**src/hdl/arm_pkg.sv**
```systemverilog
// Package: shared types and constants for the address range merger.
`default_nettype none
package arm_pkg;
  localparam int unsigned ADDR_W = 32;
  localparam logic [ADDR_W-1:0] ADDR_MAX = 32'hFFFF_FFFF;
  localparam logic [ADDR_W-1:0] ADDR_ZERO = 32'h0000_0000;

  typedef struct packed {
    logic [ADDR_W-1:0] area_start;
    logic [ADDR_W-1:0] area_end;
    logic              last_area;
  } area_in_t;

  typedef struct packed {
    logic [ADDR_W-1:0] merged_start;
    logic [ADDR_W-1:0] merged_end;
    logic              merged_last;
    logic              overflow;
  } merged_out_t;

  typedef enum logic [2:0] {
    ST_LOAD,
    ST_PASS_RD,
    ST_PASS,
    ST_PASS_END,
    ST_EMIT_RD,
    ST_EMIT
  } arm_state_t;

  typedef enum logic [2:0] {
    CL_START_IN,
    CL_END_IN,
    CL_COVER,
    CL_ABUT_HI,
    CL_ABUT_LO,
    CL_APART
  } arm_class_t;

  // Classify range b against the growing merged range a.
  function automatic arm_class_t classify(input logic [ADDR_W-1:0] as_v,
                                          input logic [ADDR_W-1:0] ae_v,
                                          input logic [ADDR_W-1:0] bs_v,
                                          input logic [ADDR_W-1:0] be_v);
    logic start_in;
    logic end_in;
    arm_class_t cl;
    start_in = (as_v <= bs_v) && (ae_v >= bs_v);
    end_in   = (as_v <= be_v) && (ae_v >= be_v);
    if (start_in) cl = CL_START_IN;
    else if (end_in) cl = CL_END_IN;
    else if (bs_v <= as_v && be_v >= as_v && bs_v <= ae_v && be_v >= ae_v) cl = CL_COVER;
    else if (bs_v != ADDR_ZERO && ae_v == bs_v - 1'b1) cl = CL_ABUT_HI;
    else if (be_v != ADDR_MAX && as_v == be_v + 1'b1) cl = CL_ABUT_LO;
    else cl = CL_APART;
    return cl;
  endfunction
endpackage
`default_nettype wire

```
**src/hdl/arm_store.sv**
```systemverilog
// Range store: dual-array memory with one write port and one registered read port.
`default_nettype none
module arm_store
  import arm_pkg::*;
#(
  parameter int unsigned DEPTH = 16,
  parameter int unsigned AW = 4
) (
  input  wire logic              clk,
  input  wire logic              wr_en,
  input  wire logic [AW-1:0]     wr_addr,
  input  wire logic [ADDR_W-1:0] wr_start,
  input  wire logic [ADDR_W-1:0] wr_end,
  input  wire logic [AW-1:0]     rd_addr,
  output logic      [ADDR_W-1:0] rd_start,
  output logic      [ADDR_W-1:0] rd_end
);
  logic [ADDR_W-1:0] starts [DEPTH];
  logic [ADDR_W-1:0] ends_mem [DEPTH];

  always_ff @(posedge clk) begin
    if (wr_en) begin
      starts[wr_addr]   <= wr_start;
      ends_mem[wr_addr] <= wr_end;
    end
    rd_start <= starts[rd_addr];
    rd_end   <= ends_mem[rd_addr];
  end
endmodule
`default_nettype wire

```
**src/hdl/address_range_merger.sv**
```systemverilog
// Top level: loads address ranges, merges them in place, streams the result.
// Ranges load one word per cycle into a single-port-write, single-port-read
// memory. A word with last_area starts the merge: for each cursor position p
// the engine reads p, then streams the later entries one per cycle (one read
// per cycle, registered read data), folding each into the merged range
// held in registers and compacting the untouched ones down behind the cursor.
// A pass at cursor p repeats at the same cursor while it widened the range.
// Emission then reads each result, then presents it. Memory has no clearing
// pass: only entries below the fill count are ever read. The input is not
// ready during merge and emit.
`default_nettype none
module address_range_merger
  import arm_pkg::*;
#(
  parameter int unsigned MAX_RANGES = 16
) (
  input  wire logic        clk,
  input  wire logic        rst,
  input  wire logic        in_valid,
  output logic             in_ready,
  input  wire area_in_t    in_data,
  output logic             out_valid,
  input  wire logic        out_ready,
  output merged_out_t      out_data
);
  localparam int unsigned AW = (MAX_RANGES > 1) ? $clog2(MAX_RANGES) : 1;
  localparam int unsigned CW = $clog2(MAX_RANGES + 1);
  localparam logic [CW-1:0] CNT_MAX = CW'(MAX_RANGES);

  arm_state_t state, state_next;
  logic [CW-1:0] count, count_next;
  logic          ovf, ovf_next;
  logic [CW-1:0] cur, cur_next;     // cursor
  logic [CW-1:0] rdi, rdi_next;     // next index to read in a pass
  logic [CW-1:0] keep, keep_next;   // compaction write index
  logic          widened, widened_next;
  logic          rd_pend, rd_pend_next; // read data valid this cycle in pass
  logic [ADDR_W-1:0] as_r, as_next, ae_r, ae_next;
  merged_out_t   obuf, obuf_next;
  logic          ovalid, ovalid_next;

  logic              wr_en;
  logic [AW-1:0]     wr_addr, rd_addr;
  logic [ADDR_W-1:0] wr_start, wr_end, rd_start, rd_end;

  arm_store #(.DEPTH(MAX_RANGES), .AW(AW)) u_store (
    .clk(clk), .wr_en(wr_en), .wr_addr(wr_addr), .wr_start(wr_start),
    .wr_end(wr_end), .rd_addr(rd_addr), .rd_start(rd_start), .rd_end(rd_end)
  );

  always_ff @(posedge clk) begin
    if (rst) begin
      state   <= ST_LOAD;
      count   <= '0;
      ovf     <= 1'b0;
      ovalid  <= 1'b0;
      rd_pend <= 1'b0;
    end else begin
      state   <= state_next;
      count   <= count_next;
      ovf     <= ovf_next;
      ovalid  <= ovalid_next;
      rd_pend <= rd_pend_next;
    end
    cur     <= cur_next;
    rdi     <= rdi_next;
    keep    <= keep_next;
    widened <= widened_next;
    as_r    <= as_next;
    ae_r    <= ae_next;
    obuf    <= obuf_next;
  end

  arm_class_t cl;
  assign cl = classify(as_r, ae_r, rd_start, rd_end);

  always_comb begin
    state_next   = state;
    count_next   = count;
    ovf_next     = ovf;
    cur_next     = cur;
    rdi_next     = rdi;
    keep_next    = keep;
    widened_next = widened;
    rd_pend_next = 1'b0;
    as_next      = as_r;
    ae_next      = ae_r;
    obuf_next    = obuf;
    ovalid_next  = ovalid && !out_ready;
    wr_en        = 1'b0;
    wr_addr      = AW'(count);
    wr_start     = in_data.area_start;
    wr_end       = in_data.area_end;
    rd_addr      = AW'(rdi);
    in_ready     = (state == ST_LOAD);
    case (state)
      ST_LOAD: begin
        if (in_valid) begin
          if (count < CNT_MAX) begin
            wr_en      = 1'b1;
            count_next = count + 1'b1;
          end else begin
            ovf_next = 1'b1;
          end
          if (in_data.last_area) begin
            // Start merging at cursor 0 with the count after this word.
            cur_next   = '0;
            rdi_next   = '0;
            state_next = ST_PASS_RD;
          end
        end
      end
      ST_PASS_RD: begin
        // Issue read of the cursor entry, or finish when cursor reaches count.
        if (cur >= count) begin
          rdi_next   = '0;
          state_next = ST_EMIT_RD;
        end else begin
          rd_addr      = AW'(cur);
          rdi_next     = cur + 1'b1;
          keep_next    = cur + 1'b1;
          widened_next = 1'b0;
          state_next   = ST_PASS;
        end
      end
      ST_PASS: begin
        // First cycle holds the cursor entry; later cycles hold candidates.
        if (!rd_pend) begin
          as_next = rd_start;
          ae_next = rd_end;
        end else begin
          case (cl)
            CL_START_IN: begin
              if (!((as_r <= rd_end) && (ae_r >= rd_end))) begin
                widened_next = 1'b1;
                ae_next      = rd_end;
              end
            end
            CL_END_IN, CL_ABUT_LO: begin
              widened_next = 1'b1;
              as_next      = rd_start;
            end
            CL_COVER: begin
              widened_next = 1'b1;
              as_next      = rd_start;
              ae_next      = rd_end;
            end
            CL_ABUT_HI: begin
              widened_next = 1'b1;
              ae_next      = rd_end;
            end
            default: begin
              // Move the untouched range down behind the cursor.
              wr_en     = 1'b1;
              wr_addr   = AW'(keep);
              wr_start  = rd_start;
              wr_end    = rd_end;
              keep_next = keep + 1'b1;
            end
          endcase
        end
        if (rdi < count) begin
          rd_addr      = AW'(rdi);
          rdi_next     = rdi + 1'b1;
          rd_pend_next = 1'b1;
        end else if (!rd_pend) begin
          state_next = ST_PASS_END;
        end else begin
          state_next = ST_PASS_END;
        end
      end
      ST_PASS_END: begin
        // Write back the merged range; shrink the list; repeat or advance.
        wr_en      = 1'b1;
        wr_addr    = AW'(cur);
        wr_start   = as_r;
        wr_end     = ae_r;
        count_next = keep;
        if (!widened) cur_next = cur + 1'b1;
        state_next = ST_PASS_RD;
      end
      ST_EMIT_RD: begin
        if (rdi >= count) begin
          count_next = '0;
          ovf_next   = 1'b0;
          state_next = ST_LOAD;
        end else if (!ovalid || out_ready) begin
          rd_addr    = AW'(rdi);
          state_next = ST_EMIT;
        end
      end
      ST_EMIT: begin
        obuf_next.merged_start = rd_start;
        obuf_next.merged_end   = rd_end;
        obuf_next.merged_last  = (rdi + 1'b1 == count);
        obuf_next.overflow     = ovf;
        ovalid_next = 1'b1;
        rdi_next    = rdi + 1'b1;
        state_next  = ST_EMIT_RD;
      end
      default: state_next = ST_LOAD;
    endcase
  end

  assign out_valid = ovalid;
  assign out_data  = obuf;

  // Input is never taken while a merge or emission is under way.
  a_no_load_busy: assert property (@(posedge clk) disable iff (rst)
    in_ready |-> (state == ST_LOAD)) else $error("input ready outside load");
  // The fill count never exceeds capacity.
  a_count_cap: assert property (@(posedge clk) disable iff (rst)
    count <= CNT_MAX) else $error("fill count beyond capacity");
  // A pending result is not overwritten before it is taken.
  a_hold_out: assert property (@(posedge clk) disable iff (rst)
    (out_valid && !out_ready) |=> (out_valid && $stable(out_data)))
    else $error("result lost under stall");
endmodule
`default_nettype wire

```
**config.mk**
```make
export PLATFORM = sky130hd
export DESIGN_NAME = address_range_merger
export DESIGN_NICKNAME = d
export VERILOG_FILES = /design/src/hdl/arm_pkg.sv /design/src/hdl/arm_store.sv /design/src/hdl/address_range_merger.sv
export SDC_FILE = /design/constraint.sdc
export NUM_CORES = 2
export LEC_CHECK = 0
export BUFFER_PORTS_ARGS = -buffer_cell sky130_fd_sc_hd__buf_4
export CAP_MARGIN = 20
export CORE_MARGIN = 3
export CORE_UTILIZATION = 58
export DETAILED_ROUTE_END_ITERATION = 16
export PLACE_DENSITY_LB_ADDON = 0.12
export SLEW_MARGIN = 40
export SYNTH_ARGS = -nofsm -noshare
export SYNTH_HDL_FRONTEND = slang
export SYNTH_SLANG_ARGS = --single-unit
export TNS_END_PERCENT = 5
```
**constraint.sdc**
```tcl
create_clock -name clk -period 13.8 [get_ports clk]
set_input_delay 0.69 -clock clk [delete_from_list [all_inputs] [get_ports clk]]
set_output_delay 0.69 -clock clk [all_outputs]
set_load 0.03 [all_outputs]
```
[After elaboration in Yosys (flattened, before gate mapping)]
Memories as Yosys holds them, arrays and structs flattened. A register that Yosys moved wholly into a read port is not among the register bits.
Index checks and enable logic that the tools add are counted.
Word-level totals
  memories kept: 2
  RAM bits: 1024
  logic and storage cells: 160
  bits of input ports: 69
  bits in registers: 157
Cells by class
  mux-type cells: 61
  reductions and logical operators: 33
  magnitude comparators: 12
  bitwise logic cells: 1
  equality and inequality tests: 30
  add/sub/neg operators: 6
Memories
  u_store.ends_mem: depth 16, width 32, read ports 1, clocked after Yosys merged registers in 1, write ports 1, line arm_store.sv:19  | logic [ADDR_W-1:0] ends_mem [DEPTH];
  u_store.starts: depth 16, width 32, read ports 1, clocked after Yosys merged registers in 1, write ports 1, line arm_store.sv:18  | logic [ADDR_W-1:0] starts [DEPTH];
Operators with widths (count)
  two-way mux 32 bit: 8
  one-hot mux 32 bit (2 select lines): 3
  >= comparator 32 bit: 4
  less-or-equal comparator 32 bit: 4
  == test 32 bit: 2
  two-way mux 5 bit: 11
  adder 32 x 1 -> 32 bit (second input constant): 1
  inequality test 32 bit (second input constant): 1
  nonzero test 32 bit: 1
  subtractor 32 x 1 -> 32 bit (second input constant): 1
  two-way mux 3 bit: 10
  AND reduction 4 bit: 6
  adder 5 x 1 -> 5 bit (second input constant): 4
  inequality test 2 bit (second input constant): 10
  one-hot mux 5 bit (2 select lines): 2
  one-hot mux 5 bit (4 select lines): 1
  one-hot mux 3 bit (6 select lines): 1
  two-way mux 4 bit: 4
  two-way mux 1 bit: 15
  one-hot mux 5 bit (3 select lines): 1
  == test 3 x 2 -> 1 bit (second input constant): 4
  >= comparator 5 bit: 2
  == test 3 bit (second input constant): 3
  inequality test 3 bit (second input constant): 3
  24 further kinds: 41

[Logic depth before layout (Yosys ltp)]
  depth in word-level cells: 15
  mapped depth: 16
  mapped depth without buffers: 13

[Cells and area by module]
Synthesis repeated with hierarchy kept, for this count alone.
Second synthesis, totals
  cell total of the unflattened synthesis: 2906
  area, all modules: 51732.1 sq um
Modules (own cells, without submodules)
  arm_store: cells each 1647, sequential area each 32030.7 sq um, times used 1, area an instance 39555.4 sq um
  address_range_merger: cells each 1259, sequential area each 4604.4 sq um, times used 1, area an instance 12176.7 sq um

[Least setup slack after synthesis]
OpenSTA, ideal clock, no wires.
  path kind: reg-to-reg
  start point: register u_store.rd_end[0], read port of u_store.ends_mem
  end point: memory u_store.ends_mem[0][0], enable pin
  path slack: 3.915 ns
  period minus slack after synthesis: 9.885 ns
  data required time: 13.156 ns
  stages on the path, launching flop included: 14
  library setup time: 0.644 ns
  data arrival time: 9.241 ns
  cell sequence: dfxtp_1 ha_1 clkbuf_1 nand2_1 nor4_2 nor2_1 o41ai_1 o22ai_1 nor4_1 nand4_1 o211a_2 a211oi_4 o31ai_2 nor4_1
On the way
  word-level cells in the longest chain between the ends: 15
  elaborated cells on any way between the ends: 31
  classes of those cells: add/sub: 1; order compare: 4; eq/ne: 6; mux: 13; reduce/logical: 7
RTL lines
  start, declared: line arm_store.sv:16  | output logic [ADDR_W-1:0] rd_end
  adder 32 x 1 -> 32 bit: line arm_pkg.sv:53  | else if (be_v != ADDR_MAX && as_v == be_v + 1'b1) cl = CL_ABUT_LO;
  == test 32 bit: line arm_pkg.sv:53
  logical AND 1 bit: line arm_pkg.sv:53
  two-way mux 1 bit: line arm_pkg.sv:53
  two-way mux 3 bit: line arm_pkg.sv:52  | else if (bs_v != ADDR_ZERO && ae_v == bs_v - 1'b1) cl = CL_ABUT_HI;
  two-way mux 3 bit: line arm_pkg.sv:51  | else if (bs_v <= as_v && be_v >= as_v && bs_v <= ae_v && be_v >= ae_v) cl = CL_COVER;
  two-way mux 3 bit (*): line arm_pkg.sv:50  | else if (end_in) cl = CL_END_IN;
  two-way mux 3 bit (*): line arm_pkg.sv:49  | if (start_in) cl = CL_START_IN;
  == test 3 x 2 -> 1 bit (tied with other cells): line address_range_merger.sv:132  | case (cl)
  OR reduction 5 bit (no line) (*)
  two-way mux 1 bit: line address_range_merger.sv:132
  two-way mux 1 bit: line address_range_merger.sv:128  | if (!rd_pend) begin
  one-hot mux 1 bit (3 select lines): line address_range_merger.sv:96  | case (state)
  two-way mux 1 bit: line arm_store.sv:22  | if (wr_en) begin
  two-way mux 1 bit (implied by the code): line arm_store.sv:24  | ends_mem[wr_addr] <= wr_end;
  end, declared: line arm_store.sv:19
Mark *: on every way between the ends. The rest lies on a longest branch, timed or not.

[Worst setup path after layout]
  start point: register u_store.rd_end[2], read port of u_store.ends_mem
  end point: memory u_store.ends_mem[11][22] (data pin)
On the way
  word-level cells in the longest chain between the ends: 13
  elaborated cells on any way between the ends: 26
  classes of those cells: add/sub: 1; order compare: 4; eq/ne: 6; mux: 8; reduce/logical: 7
RTL lines
  adder 32 x 1 -> 32 bit: line arm_pkg.sv:53
  == test 32 bit: line arm_pkg.sv:53
  logical AND 1 bit: line arm_pkg.sv:53
  two-way mux 1 bit: line arm_pkg.sv:53
  two-way mux 3 bit: line arm_pkg.sv:52
  two-way mux 3 bit: line arm_pkg.sv:51
  two-way mux 3 bit (*): line arm_pkg.sv:50
  two-way mux 3 bit (*): line arm_pkg.sv:49
  == test 3 x 2 -> 1 bit (tied with other cells): line address_range_merger.sv:132
  OR reduction 5 bit (no line) (*)
  two-way mux 32 bit (*): line address_range_merger.sv:132
  two-way mux 32 bit (*): line address_range_merger.sv:128
  one-hot mux 32 bit (2 select lines) (*): line address_range_merger.sv:96
  net u_store.wr_end[22]: line arm_store.sv:13  | input wire logic [ADDR_W-1:0] wr_end,
Mark *: on every way through the listed nets, which the timed path passes. The rest lies on a longest branch.

==> run_results.csv <==
group,metric,value,unit
synth,syn_area_per_cell,17.5,um2
timing,setup_viol,0,
grt,grt_pass1_wl,206000,um
final_layout,fin_util,66.4,%
route,viasPerCell,6.69,
floorplan,start_util,58.6,%
grt,grt_max_degree,79,
setup_path,arrival,6.21,ns
grt,grt_overflow,0,
synth,ys.flop_type,"edfxtp_1",
timing,max_freq,172,MHz
clock_tree,cts_buffers,117,
route,dr.pass1.iters,7,
grt,met1_usage,43.9,%
synth,netlist_area,0.0528,mm2
placement,dp_slack,7.70,ns
timing,period_minus_slack,5.80,ns
setup_path,max_stage_delay,0.74,ns
floorplan,core,0.0901,mm2
route,wire_per_inst,31.6,um
timing,period_share,42.1,%
grt,gr-usage-met2,47.3,%
synth,synth.yosys.seq_area_share,69.4,%
pwr,irDropWorstVdd,0.000114,V
route,drt_wl_total,141000,um
clock_tree,cts_htree_levels,3,
synth,synth_top_area_cell,"edfxtp_1",
synth,postSynthCellCount,3010,
grt,gr-usage-met3,4.81,%
grt,grt_antenna_before_repair,1,
floorplan,dieArea,0.0947,mm2
final_layout,syn_to_final_growth,13.3,%
placement,io_buffers,136,
clock_tree,cts_tree,"built",
min_path,min_path_type,"primary input to flip-flop",
timing,fin_setup_tns,0,ns
synth,synth_edf_count,1170,
grt,first_global_vias,30000,
timing,fin_skew,0.0241,ns
placement,gp_congestion,0.944,
clock_tree,post_cts_resized,0,
synth,synth.distinct_cells,80,
final_layout,nFillCells,5925,
floorplan,die_w,308,um
pwr,power_leakage,20.6,nW
clock_tree,clock_sinks,1245,
outcome,status,"finished, final reports clean",
setup_path,critical_path.top_delay_family,"simple AND/OR/NAND/NOR gates",
clock_tree,cts_hold_buf,0,
clock_tree,root_buffer,"clkbuf_16",
clock_tree,cts_buffer_depth,3,
setup_path,slowest_stage,"nor4_2",
route,vias,30000,
setup_path,cp_num_buf_inv,1,
setup_path,cp_max_fo,37,
setup_path,path_cells,"nand4_1, nor4_2, nand4_1, o21a_1, o31a_1, nor4_1, nand4_1, o211a_2, nand3_4, buf_4, o22ai_1, a21oi_2",
final_layout,nNetsFinal,3413,
setup_path,required,14.21,ns
synth,ys_warn_count,0,
timing,rsz0062_at_grt,"false",
placement,hpwl,84000,um
setup_path,worstSetupPathType,"flip-flop to flip-flop",
grt,top_usage_layer,"met2",
synth,yosys.cell_count.top_type,"edfxtp_1",
synth,synth_area_leaders,"edfxtp_1 67%, mux4_2 11%, mux2i_1 3.8%",
final_layout,drive_gt1_share,22.8,%
floorplan,row_count,110,
setup_path,rrSetupSlack,8.00,ns
timing,fin_hold_ws,0.239,ns
route,drc,0,
pwr,powerDensity,170,mW/mm2
clock_tree,clk-insertion-delay-late,0.72,ns
setup_path,crit_top_cell,"nand4_1",
clock_tree,cts_setup_buffers,0,
floorplan,boundaryPins,137,
job,max-cap-violations,0,
clock_tree,path_clk_slew,0.07,ns
synth,synth_top_cell_area_share,66.5,%
synth,ys_ff_latch,1245,
pwr,totalPowerFinal,10.2,mW
timing,setup_ws,8.00,ns
setup_path,crit_path_start_kind,"flip-flop",
timing,hold_violations,0,
route,drtIter0Drc,3738,
timing,slew_viol_final,0,
floorplan,dieHeight,308,um
synth,async_reset_ff_share,0,%
route,ant_nets,0,
setup_path,end_kind,"flip-flop",
synth,ys_top_cells_by_count,"1,170 x edfxtp_1, 256 x mux4_2, 200 x mux2i_1",
timing,slew_headroom,39.5,%
synth,synthesis.nets,3224,
grt,grtUsageTotal,30.1,%
timing,worst_pin_slew,0.907,ns
-- final timing paths --
check	start	to	cells past startpoint
setup / recovery	u_store.rd_end[2]$_DFF_P_	u_store.ends_mem[11][22]$_DFFE_PP_	12
hold / removal	rst	count[2]$_SDFFE_PP0P_	2
setup reg to reg	u_store.rd_end[2]$_DFF_P_	u_store.ends_mem[11][22]$_DFFE_PP_	12
hold reg to reg	ovf$_SDFFE_PP0P_	out_data[0]$_DFFE_PP_	0
-- routing by layer --
metal	routed length (um)	vias to the layer above
met5	13	-
met4	4270	2
met3	11500	245
met2	67800	1472
met1	57900	15600
li1	-	12700
-- where the power goes --
part | total (mW) | leakage, nW | internal, mW | switching [mW]
combinational | 2.04 | 7.38 | 0.841 | 1.20
clock | 3.30 | 1.92 | 1.93 | 1.38
sequential | 4.82 | 11.3 | 4.48 | 0.343
-- final cells by class --
type,count,area (um2),area share (%)
diodes,1,2.50,0.00418
clock buffers,150,3150,5.26
clock inverters,73,820,1.37
inverters,113,424,0.709
multi-input cells,1519,15700,26.2
flip-flops and latches,1245,36600,61.2
well taps,1176,1470,2.46
repair buffers,203,1670,2.80
-- metrics by stage --
step	instance area, um2	cells
finish	59900	4480
global placement	55400	4246
detailed placement	55700	4254
floorplan	52800	3010
CTS	59600	4477
global route	59900	4479
-- kinds of logic (layout without fill, tap and decap cells) --
family / after synthesis / after routing / share of synthesized area [%]
flip-flops: 1245 / 1245 / 69.4
multiplexers: 459 / 459 / 14.8
AO/OA/AOI/OAI: 433 / 433 / 5.12
AND/OR/NAND/NOR: 389 / 389 / 3.94
buffers and inverters: 246 / 539 / 1.85
adder cells (fa/ha/maj): 145 / 145 / 3.43
XOR/XNOR: 93 / 93 / 1.54
other: 0 / 1 / 0
-- flip-flops by register name, summed over array words and instances, names as in the netlist --
register and flops:
state 3, widened 1, ovf 1, u_store.rd_start 32, rdi 5, ae_r 32
rd_pend 1, cur 5, u_store.ends_mem 512, u_store.starts 512, out_data 66, out_valid 1
as_r 32, keep 5, u_store.rd_end 32, count 5
-- cells in the final DEF (no fill, tap or decap), drive strengths merged, types with 79 or more instances in the layout --
cell type and count:
edfxtp 1170, mux4 256, buf 203, mux2i 200, clkbuf 150, a21oi 150
ha 145, o22ai 138, inv 113, nand2 80, nor2 79
(Power assumes the default switching activity.)
